[src/hdl/ckag_pkg.sv]
`timescale 1ns / 1ps

package ckag_pkg;

	// pixel and key component width
	localparam int CHAN_W = 8;

	// configuration port
	localparam int CFG_REGS  = 4;
	localparam int CFG_IDX_W = $clog2(CFG_REGS);
	localparam int CFG_DAT_W = CHAN_W;

	localparam logic [CFG_IDX_W-1:0] REG_KEY_RED   = CFG_IDX_W'(0);
	localparam logic [CFG_IDX_W-1:0] REG_KEY_GREEN = CFG_IDX_W'(1);
	localparam logic [CFG_IDX_W-1:0] REG_KEY_BLUE  = CFG_IDX_W'(2);
	localparam logic [CFG_IDX_W-1:0] REG_SOFT_MODE = CFG_IDX_W'(3);

	// alpha scale: alpha = floor(255 * sqrt(d2) / 260)
	// 67600*a*a <= 65025*d2 reduces to 2704*a*a <= 2601*d2 (both sides over 25)
	localparam int ALPHA_MAX  = 255;
	localparam int DIST_LIM2  = 260 * 260;
	localparam int KEY_SCALE  = (ALPHA_MAX * ALPHA_MAX) / 25;
	localparam int LIM_SCALE  = DIST_LIM2 / 25;

	// internal widths
	localparam int SQ_W   = 2 * CHAN_W;
	localparam int D2_W   = SQ_W + 2;
	localparam int REM_W  = 29;
	localparam int T_W    = 20;
	localparam int ROOT_W = CHAN_W;

	// pipeline depth: diff, square, sum, scale, eight root steps, output
	localparam int ROOT_FIRST = 5;
	localparam int NUM_STAGES = ROOT_FIRST + ROOT_W;

	typedef struct packed {
		logic [CHAN_W-1:0] red;
		logic [CHAN_W-1:0] green;
		logic [CHAN_W-1:0] blue;
		logic              match;
		logic              over;
	} item_meta_t;

	function automatic logic [CHAN_W-1:0] abs_diff(input logic [CHAN_W-1:0] a,
		input logic [CHAN_W-1:0] b);
		return (a >= b) ? (a - b) : (b - a);
	endfunction

endpackage

[src/hdl/chroma_key_alpha_generator.sv]
`timescale 1ns / 1ps
// path from input accept to out_valid: the distance stages,
// an eight-step restoring square root (one result bit per stage) and an output register
// throughput: one item per cycle; a stalled output holds its stage and bubbles collapse
// reset: arst_n clears all valid bits, the key color and soft_mode to zero

module chroma_key_alpha_generator
	import ckag_pkg::*;
(
	input  logic                 clk,
	input  logic                 arst_n,
	// configuration
	input  logic                 cfg_we,
	input  logic [CFG_IDX_W-1:0] cfg_index,
	input  logic [CFG_DAT_W-1:0] cfg_data,
	// pixel input
	input  logic                 in_valid,
	output logic                 in_ready,
	input  logic [CHAN_W-1:0]    blue_in,
	input  logic [CHAN_W-1:0]    green_in,
	input  logic [CHAN_W-1:0]    red_in,
	// pixel output
	output logic                 out_valid,
	input  logic                 out_ready,
	output logic [CHAN_W-1:0]    red_out,
	output logic [CHAN_W-1:0]    green_out,
	output logic [CHAN_W-1:0]    blue_out,
	output logic [CHAN_W-1:0]    alpha_out
);

	// configuration registers
	logic [CHAN_W-1:0] key_red_q;
	logic [CHAN_W-1:0] key_green_q;
	logic [CHAN_W-1:0] key_blue_q;
	logic              soft_mode_q;

	// pipeline control
	logic [1:NUM_STAGES]   vld_s;
	logic [1:NUM_STAGES]   vld_prev;
	logic [1:NUM_STAGES+1] ce;

	// pipeline payload
	item_meta_t        meta_s [1:NUM_STAGES];
	logic [CHAN_W-1:0] dr_s1, dg_s1, db_s1;
	logic [SQ_W-1:0]   sqr_s2, sqg_s2, sqb_s2;
	logic [D2_W-1:0]   d2_s3;
	logic              over_val;
	logic [REM_W-1:0]  rem_s  [ROOT_FIRST-1:NUM_STAGES-1];
	logic [T_W-1:0]    t_s    [ROOT_FIRST-1:NUM_STAGES-1];
	logic [ROOT_W-1:0] root_s [ROOT_FIRST-1:NUM_STAGES-1];
	logic [REM_W-1:0]  trial  [ROOT_FIRST:NUM_STAGES-1];
	logic              fits   [ROOT_FIRST:NUM_STAGES-1];
	logic [CHAN_W-1:0] alpha_s13;
	logic [CHAN_W-1:0] alpha_val;

	// config writes
	always_ff @(posedge clk or negedge arst_n) begin
		if (!arst_n) begin
			key_red_q   <= '0;
			key_green_q <= '0;
			key_blue_q  <= '0;
			soft_mode_q <= 1'b0;
		end else if (cfg_we) begin
			case (cfg_index)
				REG_KEY_RED:   key_red_q   <= cfg_data[CHAN_W-1:0];
				REG_KEY_GREEN: key_green_q <= cfg_data[CHAN_W-1:0];
				REG_KEY_BLUE:  key_blue_q  <= cfg_data[CHAN_W-1:0];
				REG_SOFT_MODE: soft_mode_q <= cfg_data[0];
				default: ;
			endcase
		end
	end

	// per-stage advance: a stage moves when empty or when the next one moves
	assign ce[NUM_STAGES+1] = out_ready;
	for (genvar i = 1; i <= NUM_STAGES; i++) begin : g_ce
		assign ce[i] = !vld_s[i] || ce[i+1];
	end
	assign vld_prev = {in_valid, vld_s[1:NUM_STAGES-1]};
	assign in_ready = ce[1];

	always_ff @(posedge clk or negedge arst_n) begin
		if (!arst_n) begin
			vld_s <= '0;
		end else begin
			for (int i = 1; i <= NUM_STAGES; i++) begin
				if (ce[i]) begin
					vld_s[i] <= vld_prev[i];
				end
			end
		end
	end

	// item color and flags travel with the item
	assign over_val = d2_s3 > D2_W'(DIST_LIM2);

	always_ff @(posedge clk) begin
		if (ce[1]) begin
			meta_s[1] <= '{red: red_in, green: green_in, blue: blue_in,
				match: (red_in == key_red_q) && (green_in == key_green_q) &&
					(blue_in == key_blue_q),
				over: 1'b0};
		end
		for (int i = 2; i <= NUM_STAGES; i++) begin
			if (ce[i]) begin
				if (i == ROOT_FIRST - 1) begin
					meta_s[i] <= '{red: meta_s[i-1].red, green: meta_s[i-1].green,
						blue: meta_s[i-1].blue, match: meta_s[i-1].match,
						over: over_val};
				end else begin
					meta_s[i] <= meta_s[i-1];
				end
			end
		end
	end

	// stage 1: component distances
	always_ff @(posedge clk) begin
		if (ce[1]) begin
			dr_s1 <= abs_diff(red_in, key_red_q);
			dg_s1 <= abs_diff(green_in, key_green_q);
			db_s1 <= abs_diff(blue_in, key_blue_q);
		end
	end

	// stage 2: squares
	always_ff @(posedge clk) begin
		if (ce[2]) begin
			sqr_s2 <= SQ_W'(dr_s1) * SQ_W'(dr_s1);
			sqg_s2 <= SQ_W'(dg_s1) * SQ_W'(dg_s1);
			sqb_s2 <= SQ_W'(db_s1) * SQ_W'(db_s1);
		end
	end

	// stage 3: squared distance
	always_ff @(posedge clk) begin
		if (ce[3]) begin
			d2_s3 <= D2_W'(sqr_s2) + D2_W'(sqg_s2) + D2_W'(sqb_s2);
		end
	end

	// stage 4: scaled distance, root starts from zero
	always_ff @(posedge clk) begin
		if (ce[ROOT_FIRST-1]) begin
			rem_s[ROOT_FIRST-1]  <= REM_W'(d2_s3) * REM_W'(KEY_SCALE);
			t_s[ROOT_FIRST-1]    <= '0;
			root_s[ROOT_FIRST-1] <= '0;
		end
	end

	// root steps: keep rem = N - 2704*a*a and t = 2704*a, try one bit per stage
	always_comb begin
		for (int st = ROOT_FIRST; st < NUM_STAGES; st++) begin
			trial[st] = (REM_W'({t_s[st-1], 1'b0}) +
				(REM_W'(LIM_SCALE) << (NUM_STAGES - 1 - st))) << (NUM_STAGES - 1 - st);
			fits[st]  = trial[st] <= rem_s[st-1];
		end
	end

	always_ff @(posedge clk) begin
		for (int st = ROOT_FIRST; st < NUM_STAGES; st++) begin
			if (ce[st]) begin
				if (fits[st]) begin
					rem_s[st]  <= rem_s[st-1] - trial[st];
					t_s[st]    <= t_s[st-1] + (T_W'(LIM_SCALE) << (NUM_STAGES - 1 - st));
					root_s[st] <= root_s[st-1] | (ROOT_W'(1) << (NUM_STAGES - 1 - st));
				end else begin
					rem_s[st]  <= rem_s[st-1];
					t_s[st]    <= t_s[st-1];
					root_s[st] <= root_s[st-1];
				end
			end
		end
	end

	// output stage: alpha select
	always_comb begin
		if (!soft_mode_q) begin
			alpha_val = meta_s[NUM_STAGES-1].match ? '0 : CHAN_W'(ALPHA_MAX);
		end else if (meta_s[NUM_STAGES-1].over) begin
			alpha_val = CHAN_W'(ALPHA_MAX);
		end else begin
			alpha_val = root_s[NUM_STAGES-1];
		end
	end

	always_ff @(posedge clk) begin
		if (ce[NUM_STAGES]) begin
			alpha_s13 <= alpha_val;
		end
	end

	assign out_valid = vld_s[NUM_STAGES];
	assign red_out   = meta_s[NUM_STAGES].red;
	assign green_out = meta_s[NUM_STAGES].green;
	assign blue_out  = meta_s[NUM_STAGES].blue;
	assign alpha_out = alpha_s13;

	// checks
	a_hard_alpha: assert property (@(posedge clk) disable iff (!arst_n)
		out_valid && !soft_mode_q |->
			(alpha_out == '0) == ((red_out == key_red_q) && (green_out == key_green_q) &&
				(blue_out == key_blue_q)))
		else $error("hard mode alpha does not follow key match");

	a_hard_levels: assert property (@(posedge clk) disable iff (!arst_n)
		out_valid && !soft_mode_q |-> alpha_out == '0 || alpha_out == CHAN_W'(ALPHA_MAX))
		else $error("hard mode alpha neither transparent nor opaque");

	a_soft_key: assert property (@(posedge clk) disable iff (!arst_n)
		out_valid && soft_mode_q && (red_out == key_red_q) && (green_out == key_green_q) &&
			(blue_out == key_blue_q) |-> alpha_out == '0)
		else $error("soft mode key pixel not transparent");

	a_ready_full: assert property (@(posedge clk) disable iff (!arst_n)
		!in_ready |-> vld_s[1] && !out_ready && out_valid)
		else $error("input stalled while pipeline can move");

endmodule
[config.mk]
export PLATFORM = sky130hd
export DESIGN_NAME = chroma_key_alpha_generator
export DESIGN_NICKNAME = d
export VERILOG_FILES = /design/src/hdl/ckag_pkg.sv /design/src/hdl/chroma_key_alpha_generator.sv
export SDC_FILE = /design/constraint.sdc
export NUM_CORES = 1
export LEC_CHECK = 0
export BUFFER_PORTS_ARGS = -buffer_cell sky130_fd_sc_hd__buf_2
export CELL_PAD_IN_SITES_DETAIL_PLACEMENT = 1
export CELL_PAD_IN_SITES_GLOBAL_PLACEMENT = 1
export CORE_MARGIN = 3
export CORE_UTILIZATION = 53
export DETAILED_ROUTE_END_ITERATION = 7
export PLACE_DENSITY = 0.8
export SYNTH_ARGS = -nofsm -noshare
export SYNTH_HDL_FRONTEND = slang
export SYNTH_SLANG_ARGS = --single-unit
[constraint.sdc]
create_clock -name clk -period 9.68 [get_ports clk]
set_input_delay 1.936 -clock clk [delete_from_list [all_inputs] [get_ports clk]]
set_output_delay 1.936 -clock clk [all_outputs]
set_load 0.02 [all_outputs]
==> flow_metrics.env, run 1 <==
export IMPL_r2r_end="rem_s[1][28]"
export IMPL_ctsRootBufferMaster="clkbuf_16"
export IMPL_rsz0062_at_grt="no"
export IMPL_drtIter0Drc=1405
export IMPL_period_needed_ns=6.47
export IMPL_fin_nets=3991
export IMPL_hold_start="meta_s[0][116]"
export IMPL_wl_per_cell_um=22.4
export IMPL_crit_chain="buf_2 -> and4b_1 -> nand4_1 -> nor2_1 -> and2_1 -> and3_1 -> nand4_1 -> buf_2"
export IMPL_ant_nets=0
export IMPL_fmax_mhz=155
export IMPL_worstMarginPinSlew_ns=1.19
export IMPL_place_gp_congestion=0.871
export IMPL_slew_headroom_pct=19.7
export IMPL_path_delay_family="simple AND/OR/NAND/NOR gates"
export IMPL_initial_utilization_pct=53.9
export IMPL_status="finished, final reports clean"
export IMPL_cp_max_fo=5
export IMPL_clkLatencyLatePin_ns=0.68
export IMPL_layout_drive_gt1_share_pct=8.50
export IMPL_wirelength_mm=103
export IMPL_maxCapViolCount=0
export IMPL_io_pin_count=73
export IMPL_synthCells=3343
export IMPL_drc_errors=0
export IMPL_htreeDepth=3
export IMPL_crit_start="out_ready"
export IMPL_gr_total_overflow=0
export IMPL_cp_end_kind="output port"
export IMPL_syn_area_per_cell_um2=12.9
export IMPL_synth_simple_area_share_pct=8.71
export IMPL_ff2ff_path_depth=16
export IMPL_synth_xor_area_share_pct=5.79
export IMPL_synth_adder_area_share_pct=16.7
export IMPL_synth_seq_cells=795
export IMPL_synth_compound_area_share_pct=8.35
export IMPL_ys_seq_area_share_pct=55.1
export IMPL_min_path_cells=0
export IMPL_path_class="primary input to output port"
export IMPL_synth_edf_count=757
export IMPL_fin_skew_ns=0.0721
export IMPL_ys_types=89
export IMPL_async_reset_ff_share_pct=4.78
export IMPL_grt_first_pass_wirelength_mm=163
export IMPL_cp_depth=8
export IMPL_die_area_um2=84500
export IMPL_tritoncts="built"
export IMPL_hold_path_class="register to register"
export IMPL_antennaDiodeCount=0
export IMPL_crit_path_max_incr_delay_ns=0.55
export IMPL_synth_warnings=0
export IMPL_area_growth_synth_to_final_pct=10.2
export IMPL_rows=103
export IMPL_design_core_area_um2=79600
export IMPL_place_port_buffers=72
export IMPL_postCtsSetupRepairBufs=0
export IMPL_synthMuxAreaShare_pct=1.32
export IMPL_first_pass_iters=8
export IMPL_final_max_slew_viol_count=0
export IMPL_hpwl_mm=72.2
export IMPL_hold_violations=0
export IMPL_r2r_start="d2_s3[7]"
export IMPL_die_w_um=291
export IMPL_slowest_stage="and4b_1"
export IMPL_fin_crit_sh_pct=66.9
export IMPL_numCtsBuffers=84
export IMPL_crit_path_start_kind="primary input"
export IMPL_crit_required_ns=7.74
export IMPL_dieHeight_um=291
export IMPL_clk_path_buf_depth=3
export IMPL_grt_antenna_before_repair=1
export IMPL_hold_buffers=0
export IMPL_grt_usage_pct=24.3
export IMPL_setup_viol=0
export IMPL_grt_pass1_vias=28919
export IMPL_cts_resized=0
export IMPL_synth_top_family_by_area="adder cells"
export IMPL_ys_flop_type="edfxtp_1"
export IMPL_syn_area_um2=43000
export IMPL_cts_sinks=795
export IMPL_setup_tns_final_ns=0
export IMPL_min_to="meta_s[0][142]"
export IMPL_cts_clk_slew_worst_paths_ns=0.07
export IMPL_worstPathArrival_ns=4.54
export IMPL_whs_ns=0.392
export IMPL_via_per_inst=5.71
export IMPL_path_buf_inv=2
export IMPL_reg2reg_setup_slack_ns=4.34
export IMPL_grt_max_degree=75
export IMPL_vias=26150
## layout by cell type (no fill, tap or decap), types with 13 or more instances in the layout
cell type / Yosys / final
nand3_1: 61 / 59
or2_2: 18 / 18
a21oi_1: 155 / 155
buf_4: 30 / 17
xnor2_1: 177 / 177
o31ai_1: 16 / 16
nor2b_1: 31 / 31
and3_1: 23 / 23
or3_1: 13 / 13
and2_1: 70 / 70
nor4_1: 26 / 26
buf_2: 12 / 72
clkbuf_16: 0 / 84
fa_1: 129 / 129
inv_1: 354 / 350
a21o_1: 64 / 64
mux2_2: 29 / 29
nor2_1: 148 / 148
nand2b_1: 32 / 32
edfxtp_1: 757 / 757
ha_1: 367 / 367
o21ai_0: 130 / 130
o21bai_1: 15 / 15
clkinv_2: 0 / 13
mux2i_1: 23 / 23
clkinv_1: 0 / 13
dfrtp_1: 38 / 38
nor3_1: 45 / 45
a211oi_1: 15 / 15
nand2_1: 210 / 207
xor2_1: 107 / 107
o21a_1: 47 / 47
clkbuf_1: 24 / 16
nand4_1: 26 / 26
## worst reg2reg max path: stages, from the launching register on
cell	delay, ns
edfxtp_1	0.51
ha_1	0.33
ha_1	0.35
ha_1	0.30
inv_1	0.05
fa_1	0.50
fa_1	0.55
inv_1	0.04
ha_1	0.38
o21a_1	0.15
o21ai_0	0.11
o31ai_1	0.46
o311ai_0	0.25
a311oi_1	0.53
nand2_1	0.19
a211oi_1	0.27
nor2_1	0.09
## cell families after synthesis
kind of cell | after synthesis
buffers and inverters | 423
adder cells (fa/ha/maj) | 496
other | 1
AND/OR/NAND/NOR | 743
AO/OA/AOI/OAI | 548
XOR/XNOR | 284
multiplexers | 53
flip-flops | 795
## state kept, by name (all words and copies together), names as in the netlist, 13 cells and up
signal	count
d2_s3	18
meta_s	333
rem_s	228
root_s	36
sqb_s2	15
sqg_s2	15
sqr_s2	15
t_s	65
vld_s	13
## final cells by class
| type | count | area [µm²] |
|---|---|---|
| Clock buffer | 104 | 2220 |
| Clock inverter | 54 | 688 |
| Fill cell | 7834 | 32300 |
| Inverter | 355 | 1330 |
| Multi-Input combinational cell | 2131 | 17600 |
| Sequential cell | 795 | 23700 |
| Tap cell | 1050 | 1310 |
| Timing Repair Buffer | 89 | 488 |
## synth_stat cells, types with 7 or more instances
library cell  number  area share [%]
nand3_1           61            0.71
o21ai_1            8           0.093
or3_1             13            0.19
ha_1             367              11
o31ai_1           16            0.28
a21o_1            64             1.1
nor4_1            26            0.38
nand2b_1          32            0.47
o21a_1            47            0.82
a211oi_1          15            0.26
xor2_1           107             2.2
a211o_1            7            0.14
a21oi_1          155             1.8
a31oi_1           11            0.16
or2_2             18            0.26
o21ai_0          130             1.5
nor2b_1           31            0.45
buf_4             30            0.52
and3_1            23            0.33
nor3_1            45            0.52
inv_1            354             3.1
mux2i_1           23            0.54
dfrtp_1           38             2.2
nand2_1          210             1.8
edfxtp_1         757              53
a21boi_0          11            0.19
and2_1            70             1.0
fa_1             129             6.0
nand4_1           26            0.38
nor4b_1            9            0.18
nor2_1           148             1.3
buf_2             12            0.14
clkbuf_1          24            0.21
mux2_2            29            0.76
xnor2_1          177             3.6
o21bai_1          15            0.26
## per-layer routing
layer | vias up | routed length, µm | track usage [%]
li1 | 12155 | - | -
met1 | 13245 | 40600 | 28.8
met2 | 551 | 55000 | 45.4
met3 | 199 | 3300 | 2.67
met4 | 0 | 3680 | 9.02
met5 | - | 0 | 0
## worst max path at each step
stage / to / slack [ns]
final: in_ready / 3.21
after global routing: in_ready / 3.08
after CTS: in_ready / 3.17
after detailed placement: in_ready / 3.26
after global placement: in_ready / 3.35
after floorplan: in_ready / 0.56
## stage by stage
stage,util (%),instances,setup slack [ns],cell area [µm²]
6_report,59.4,4578,3.21,47300
5_1_grt,59.4,4578,3.08,47300
4_1_cts,59.4,4578,3.17,47300
3_5_place_dp,55.8,4420,3.26,44400
3_3_place_gp,55.8,4420,3.35,44400
2_1_floorplan,-,3349,0.564,43000
Power of run 1 is left out: the tool's default activity adds up to more than one toggle a clock period on the data nets, which glitch-free logic cannot reach.
==> run 2: changes to the inputs <==
--- a/config.mk
+++ b/config.mk
@@ -5,13 +5,14 @@
 export SDC_FILE = /design/constraint.sdc
 export NUM_CORES = 1
 export LEC_CHECK = 0
+export ABC_AREA = 1
 export BUFFER_PORTS_ARGS = -buffer_cell sky130_fd_sc_hd__buf_2
 export CELL_PAD_IN_SITES_DETAIL_PLACEMENT = 1
 export CELL_PAD_IN_SITES_GLOBAL_PLACEMENT = 1
 export CORE_MARGIN = 3
-export CORE_UTILIZATION = 53
+export CORE_UTILIZATION = 46
 export DETAILED_ROUTE_END_ITERATION = 7
-export PLACE_DENSITY = 0.8
+export PLACE_DENSITY = 0.77
 export SYNTH_ARGS = -nofsm -noshare
 export SYNTH_HDL_FRONTEND = slang
 export SYNTH_SLANG_ARGS = --single-unit
==> constraint.sdc (replaced) <==
create_clock -name clk -period 5.9 [get_ports clk]
set_input_delay 1.18 -clock clk [delete_from_list [all_inputs] [get_ports clk]]
set_output_delay 1.18 -clock clk [all_outputs]
set_load 0.02 [all_outputs]
==> run 2 against run 1 <==
Effect of this change: critical endpoint unchanged; highest routed layer is now met5; count of clock-buffer cells in the layout unchanged; routed wire length increased by 11%; register-to-register slack got worse by 3.0 ns; worst hold slack about the same; non-clock buffer count decreased by 1; clock skew increased by 0.014 ns.
==> flow_metrics.env, run 2 <==
export IMPL_numCtsBuffers=83
export IMPL_final_cells=5957
export IMPL_top_regs="meta_s x333, rem_s x228, t_s x65"
export IMPL_fin_skew_ns=0.0862
export IMPL_largest_register="meta_s"
export IMPL_place_gp_congestion=0.907
export IMPL_vias=31390
export IMPL_multi_input_area_um2=19500
export IMPL_via_per_inst=5.27
export IMPL_mostFrequentLayoutCells="1043 x nand2_1, 757 x edfxtp_1, 647 x inv_1"
export IMPL_initial_utilization_pct=46.7
export IMPL_die_area_um2=104000
export IMPL_setup_tns_final_ns=0
export IMPL_io_pin_count=73
export IMPL_worstPathArrival_ns=3.44
export IMPL_design_core_area_um2=99000
export IMPL_die_w_um=323
export IMPL_maxCapViolCount=0
export IMPL_synth_top_cell_area_share_pct=49.2
export IMPL_grt_max_degree=76
export IMPL_cp_max_fo=51
export IMPL_async_reset_ff_share_pct=4.78
export IMPL_synth_area_leader_cell="edfxtp_1"
export IMPL_rows=115
export IMPL_hold_buffers=0
export IMPL_hold_path_class="register to register"
export IMPL_setup_viol=0
export IMPL_fmax_mhz=216
export IMPL_slew_headroom_pct=28.3
export IMPL_reg2reg_setup_slack_ns=1.33
export IMPL_syn_area_um2=46200
export IMPL_grt_first_pass_wirelength_mm=184
export IMPL_wl_per_cell_um=19.1
export IMPL_wirelength_mm=114
export IMPL_post_place_ws_ns=1.29
export IMPL_tritoncts="built"
export IMPL_final_common_cell="nand2_1"
export IMPL_worstMarginPinSlew_ns=1.08
export IMPL_syn_area_per_cell_um2=10.2
export IMPL_layout_drive_gt1_share_pct=5.81
export IMPL_gr_total_overflow=0
export IMPL_drc_errors=0
export IMPL_synth_warnings=0
export IMPL_synth_most_common_cell="nand2_1"
export IMPL_place_port_buffers=72
export IMPL_ctsRootBufferMaster="clkbuf_16"
export IMPL_utilization_pct=51.1
export IMPL_cts_sinks=795
export IMPL_period_needed_ns=4.62
export IMPL_largest_register_ffs=333
export IMPL_htreeDepth=3
export IMPL_ant_nets=0
export IMPL_grt_antenna_before_repair=4
export IMPL_yosys_top_cells_area="edfxtp_1 49%, ha_1 9.9%, nand2_1 8.5%"
export IMPL_fin_crit_sh_pct=78.3
export IMPL_ys_types=62
export IMPL_cp_end_kind="output port"
export IMPL_postCtsSetupRepairBufs=0
export IMPL_fillers=10925
export IMPL_crit_required_ns=4.72
export IMPL_first_pass_iters=5
export IMPL_ys_flop_type="edfxtp_1"
export IMPL_hold_violations=0
export IMPL_grt_pass1_vias=34201
export IMPL_path_class="primary input to output port"
export IMPL_setup_ws_ns=1.28
export IMPL_cts_clk_slew_worst_paths_ns=0.06
export IMPL_fin_nets=5133
export IMPL_area_growth_synth_to_final_pct=9.34
export IMPL_synth_common_cells="1045 x nand2_1, 757 x edfxtp_1, 650 x inv_1"
export IMPL_synth_seq_cells=795
export IMPL_clk_path_buf_depth=3
export IMPL_drtIter0Drc=1747
export IMPL_clkLatencyLatePin_ns=0.69
export IMPL_dieHeight_um=323
export IMPL_cts_resized=0
export IMPL_rsz0062_at_grt="no"
export IMPL_ys_seq_area_share_pct=51.2
export IMPL_crit_path_start_kind="primary input"
export IMPL_hpwl_mm=86.4
export IMPL_synth_edf_count=757
export IMPL_ff_latch_area_um2=23700
export IMPL_final_max_slew_viol_count=0
export IMPL_grt_usage_pct=22.3
export IMPL_place_inst=5800
export IMPL_status="finished, final reports clean"
export IMPL_synthCells=4528
-- run 2: logic make-up (layout without fill, tap and decap cells) --
logic type,after synthesis,count (layout),synth area share [%]
AO/OA/AOI/OAI,474,474,5.70
XOR/XNOR,257,257,4.87
adder cells (fa/ha/maj),496,496,15.5
buffers and inverters,765,899,6.74
flip-flops,795,795,51.2
multiplexers,1,1,0.0217
other,1,9,0.00811
AND/OR/NAND/NOR,1739,1739,15.9
-- run 2: cell type report --
| cell class | count | area share [%] |
|---|---|---|
| Clock inverter | 51 | 1.15 |
| Tap cell | 1287 | 3.19 |
| Multi-Input combinational cell | 2974 | 38.6 |
| Antenna cell | 2 | 0.00990 |
| Inverter | 656 | 4.89 |
| Sequential cell | 795 | 46.9 |
| Timing Repair Buffer | 88 | 0.951 |
| Clock buffer | 104 | 4.38 |
-- run 2: per-layer routing --
metal  share of wire [%]  track usage, %  up-vias
li1                    -               -    15147
met1                  43            28.0    15454
met2                  50            39.5      543
met3                 3.8            3.20      242
met4                 3.5            7.86        4
met5               0.026               0        -
-- run 2: final timing paths --
| check | depth (start not counted) | start | endpoint |
|---|---|---|---|
| max | 11 | out_ready | in_ready |
| min reg2reg | 0 | meta_s[0][93] | meta_s[0][119] |
| min | 0 | meta_s[0][93] | meta_s[0][119] |
| min in group asynchronous | 1 | arst_n | vld_s[12] |
| max reg2reg | 18 | d2_s3[4] | rem_s[1][23] |
| max in group asynchronous | 1 | arst_n | vld_s[3] |
-- run 2: critical path, cell delays in order --
cell	delay [ns]
buf_2	0.10
inv_1	0.25
nand3_2	0.17
nor2_4	0.15
nand4_4	0.10
nor2_4	0.21
nand4_4	0.10
nor2_1	0.37
nand3_4	0.09
buf_4	0.40
buf_2	0.28
-- run 2: metrics by stage --
stage | hold slack, ns | instance area (µm²)
after floorplan | 0.400 | 46300
after global placement | 0.400 | 47700
after detailed placement | 0.406 | 47700
after CTS | 0.389 | 50500
after global routing | 0.405 | 50500
final | 0.393 | 50500
Power of run 2 is left out for the same reason.
==> run 3: changes to the inputs <==
--- a/config.mk
+++ b/config.mk
@@ -5,14 +5,14 @@
 export SDC_FILE = /design/constraint.sdc
 export NUM_CORES = 1
 export LEC_CHECK = 0
-export ABC_AREA = 1
+export ABC_AREA = 0
 export BUFFER_PORTS_ARGS = -buffer_cell sky130_fd_sc_hd__buf_2
 export CELL_PAD_IN_SITES_DETAIL_PLACEMENT = 1
 export CELL_PAD_IN_SITES_GLOBAL_PLACEMENT = 1
 export CORE_MARGIN = 3
-export CORE_UTILIZATION = 46
+export CORE_UTILIZATION = 53
 export DETAILED_ROUTE_END_ITERATION = 7
-export PLACE_DENSITY = 0.77
+export PLACE_DENSITY = 0.8
 export SYNTH_ARGS = -nofsm -noshare
 export SYNTH_HDL_FRONTEND = slang
 export SYNTH_SLANG_ARGS = --single-unit
==> constraint.sdc (replaced) <==
create_clock -name clk -period 4.7 [get_ports clk]
set_input_delay 0.94 -clock clk [delete_from_list [all_inputs] [get_ports clk]]
set_output_delay 0.94 -clock clk [all_outputs]
set_load 0.02 [all_outputs]
==> run 3 against run 2 <==
Effect of this change: sequential share of layout area up 1.8 points; core utilization up 10 points; critical endpoint is now t_s[2][76]; setup slack worse by 1.2 ns; via count down 15%; count of clock-buffer cells in the layout down 3; final cell count down 22%; first-iteration DRC count down 6.8%.
==> flow_metrics.env, run 3 (same netlist as run 1, synthesis figures left out) <==
export IMPL_slowest_stage="a211oi_2"
export IMPL_cts_clk_slew_worst_paths_ns=0.07
export IMPL_hpwl_mm=75.5
export IMPL_htreeDepth=3
export IMPL_setup_viol=0
export IMPL_period_needed_ns=4.66
export IMPL_final_common_cell="edfxtp_1"
export IMPL_whs_ns=0.392
export IMPL_first_pass_iters=5
export IMPL_maxCapViolCount=0
export IMPL_dieHeight_um=291
export IMPL_io_pin_count=73
export IMPL_fillers=7757
export IMPL_vias=26667
export IMPL_grt_first_pass_wirelength_mm=164
export IMPL_initial_utilization_pct=53.9
export IMPL_grt_usage_pct=24.5
export IMPL_wirelength_mm=106
export IMPL_wl_per_cell_um=22.8
export IMPL_crit_required_ns=5.11
export IMPL_fin_crit_sh_pct=99.2
export IMPL_ant_nets=0
export IMPL_cp_max_fo=7
export IMPL_slew_headroom_pct=27.8
export IMPL_top_regs="meta_s x333, rem_s x228, t_s x65"
export IMPL_area_growth_synth_to_final_pct=13.2
export IMPL_place_inst=4476
export IMPL_fin_skew_ns=0.0612
export IMPL_largest_register_ffs=333
export IMPL_rsz0062_at_grt="yes"
export IMPL_crit_path_max_incr_delay_ns=0.50
export IMPL_fin_nets=4091
export IMPL_path_class="register to register"
export IMPL_fmax_mhz=215
export IMPL_setup_ws_ns=0.0398
export IMPL_crit_path_frequent_cell="a21oi_1"
export IMPL_ff_latch_area_um2=23700
export IMPL_ctsRootBufferMaster="clkbuf_16"
export IMPL_hold_violations=0
export IMPL_worstPathArrival_ns=5.07
export IMPL_mostFrequentLayoutCells="757 x edfxtp_1, 345 x ha_1, 344 x inv_1"
export IMPL_die_w_um=291
export IMPL_crit_path_start_kind="register"
export IMPL_status="finished, final reports clean"
export IMPL_clk_path_buf_depth=3
export IMPL_post_place_ws_ns=-0.259
export IMPL_grt_antenna_before_repair=0
export IMPL_cts_sinks=795
export IMPL_hold_path_class="register to register"
export IMPL_design_core_area_um2=79600
export IMPL_multi_input_area_um2=18200
export IMPL_cp_depth=18
export IMPL_rows=103
export IMPL_clkLatencyLatePin_ns=0.66
export IMPL_crit_chain="inv_1 -> ha_1 -> a21oi_1 -> inv_1 -> a21oi_2 -> nor2_2 -> xnor2_1 -> ha_1 -> nand4_1 -> a21oi_1 -> a21oi_1 -> a211oi_2 -> o41ai_4 -> buf_4 -> buf_4 -> a21oi_1 -> nand4_1 -> xnor2_1"
export IMPL_via_per_inst=5.71
export IMPL_antennaDiodeCount=0
export IMPL_hold_buffers=0
export IMPL_path_buf_inv=4
export IMPL_largest_register="meta_s"
export IMPL_path_delay_family="compound AO/OA/AOI/OAI gates"
export IMPL_ff2ff_path_depth=18
export IMPL_cp_end_kind="register"
export IMPL_layout_drive_gt1_share_pct=12.8
export IMPL_drc_errors=0
export IMPL_place_port_buffers=72
export IMPL_grt_pass1_vias=29335
export IMPL_min_path_cells=0
export IMPL_final_max_slew_viol_count=0
export IMPL_die_area_um2=84500
export IMPL_worstMarginPinSlew_ns=1.08
export IMPL_numCtsBuffers=81
export IMPL_gr_total_overflow=0
export IMPL_final_cells=4671
export IMPL_grt_max_degree=77
export IMPL_place_gp_congestion=0.907
export IMPL_drtIter0Drc=1628
export IMPL_tritoncts="built"
## run 3: cell count changes in the layout (fill, tap and decap cells not counted), moves of 47 or more
| cell | before | now |
|---|---|---|
| nand2_1 | 1043 | 202 |
| inv_1 | 647 | 344 |
| nand3_1 | 231 | 57 |
| a21oi_1 | 195 | 148 |
| nor2_1 | 285 | 140 |
| buf_4 | 16 | 110 |
| and2_1 | 5 | 68 |
| xor2_1 | 183 | 107 |
| xnor2_1 | 74 | 176 |
## run 3: final timing paths
kind / start / slack (ns) / end
min: meta_s[0][124] / 0.39 / meta_s[0][150]
max: t_s[2][49] / 0.04 / t_s[2][76]
max reg2reg: t_s[2][49] / 0.04 / t_s[2][76]
max in group asynchronous: arst_n / 3.49 / vld_s[6]
min in group asynchronous: arst_n / 0.48 / vld_s[11]
min reg2reg: meta_s[0][124] / 0.39 / meta_s[0][150]
## run 3: worst register-to-register path, delay by kind of cell, from the launching register on
kind | cells | cell delay (ns)
flip-flops | 1 | 0.47
AO/OA/AOI/OAI | 7 | 1.86
adder cells (fa/ha/maj) | 2 | 0.64
AND/OR/NAND/NOR | 3 | 0.53
XOR/XNOR | 2 | 0.35
buffers and inverters | 4 | 0.57
## run 3: cell type report
| cell class | count | share of cell area, % |
|---|---|---|
| Multi-Input combinational cell | 2131 | 37.4 |
| Timing Repair Buffer | 192 | 2.71 |
| Inverter | 355 | 2.74 |
| Clock buffer | 101 | 4.54 |
| Tap cell | 1050 | 2.70 |
| Sequential cell | 795 | 48.7 |
| Clock inverter | 47 | 1.19 |
## run 3: per-layer routing
metal / vias to the layer above / GRT usage, % / part of all wire (%)
met2: 599 / 45.5 / 54
met3: 237 / 2.72 / 3.2
met4: 0 / 9.09 / 3.8
li1: 12339 / - / -
met1: 13492 / 29.3 / 39
met5: - / 0 / 0
## run 3: per-stage QoR
step	instance area (µm²)	TNS [ns]	util, %
2_1_floorplan	43000	-534.51	-
6_report	48600	0	61.1
4_1_cts	48000	-0.246	60.3
3_5_place_dp	44900	-1.20	56.4
5_1_grt	48600	-0.692	61.1
3_3_place_gp	44900	-0.334	56.4
## run 3: timing repair
| action | 4_1_cts | 5_1_grt |
|---|---|---|
| cloned | 0 | 0 |
| buffers inserted | 7 | 41 |
| gates resized for setup | 27 | 65 |
| pin swaps | 13 | 38 |
| endpoints found under the hold margin | 0 | 0 |
| endpoints found under the setup margin | 21 | 45 |
Power of run 3 is left out for the same reason.
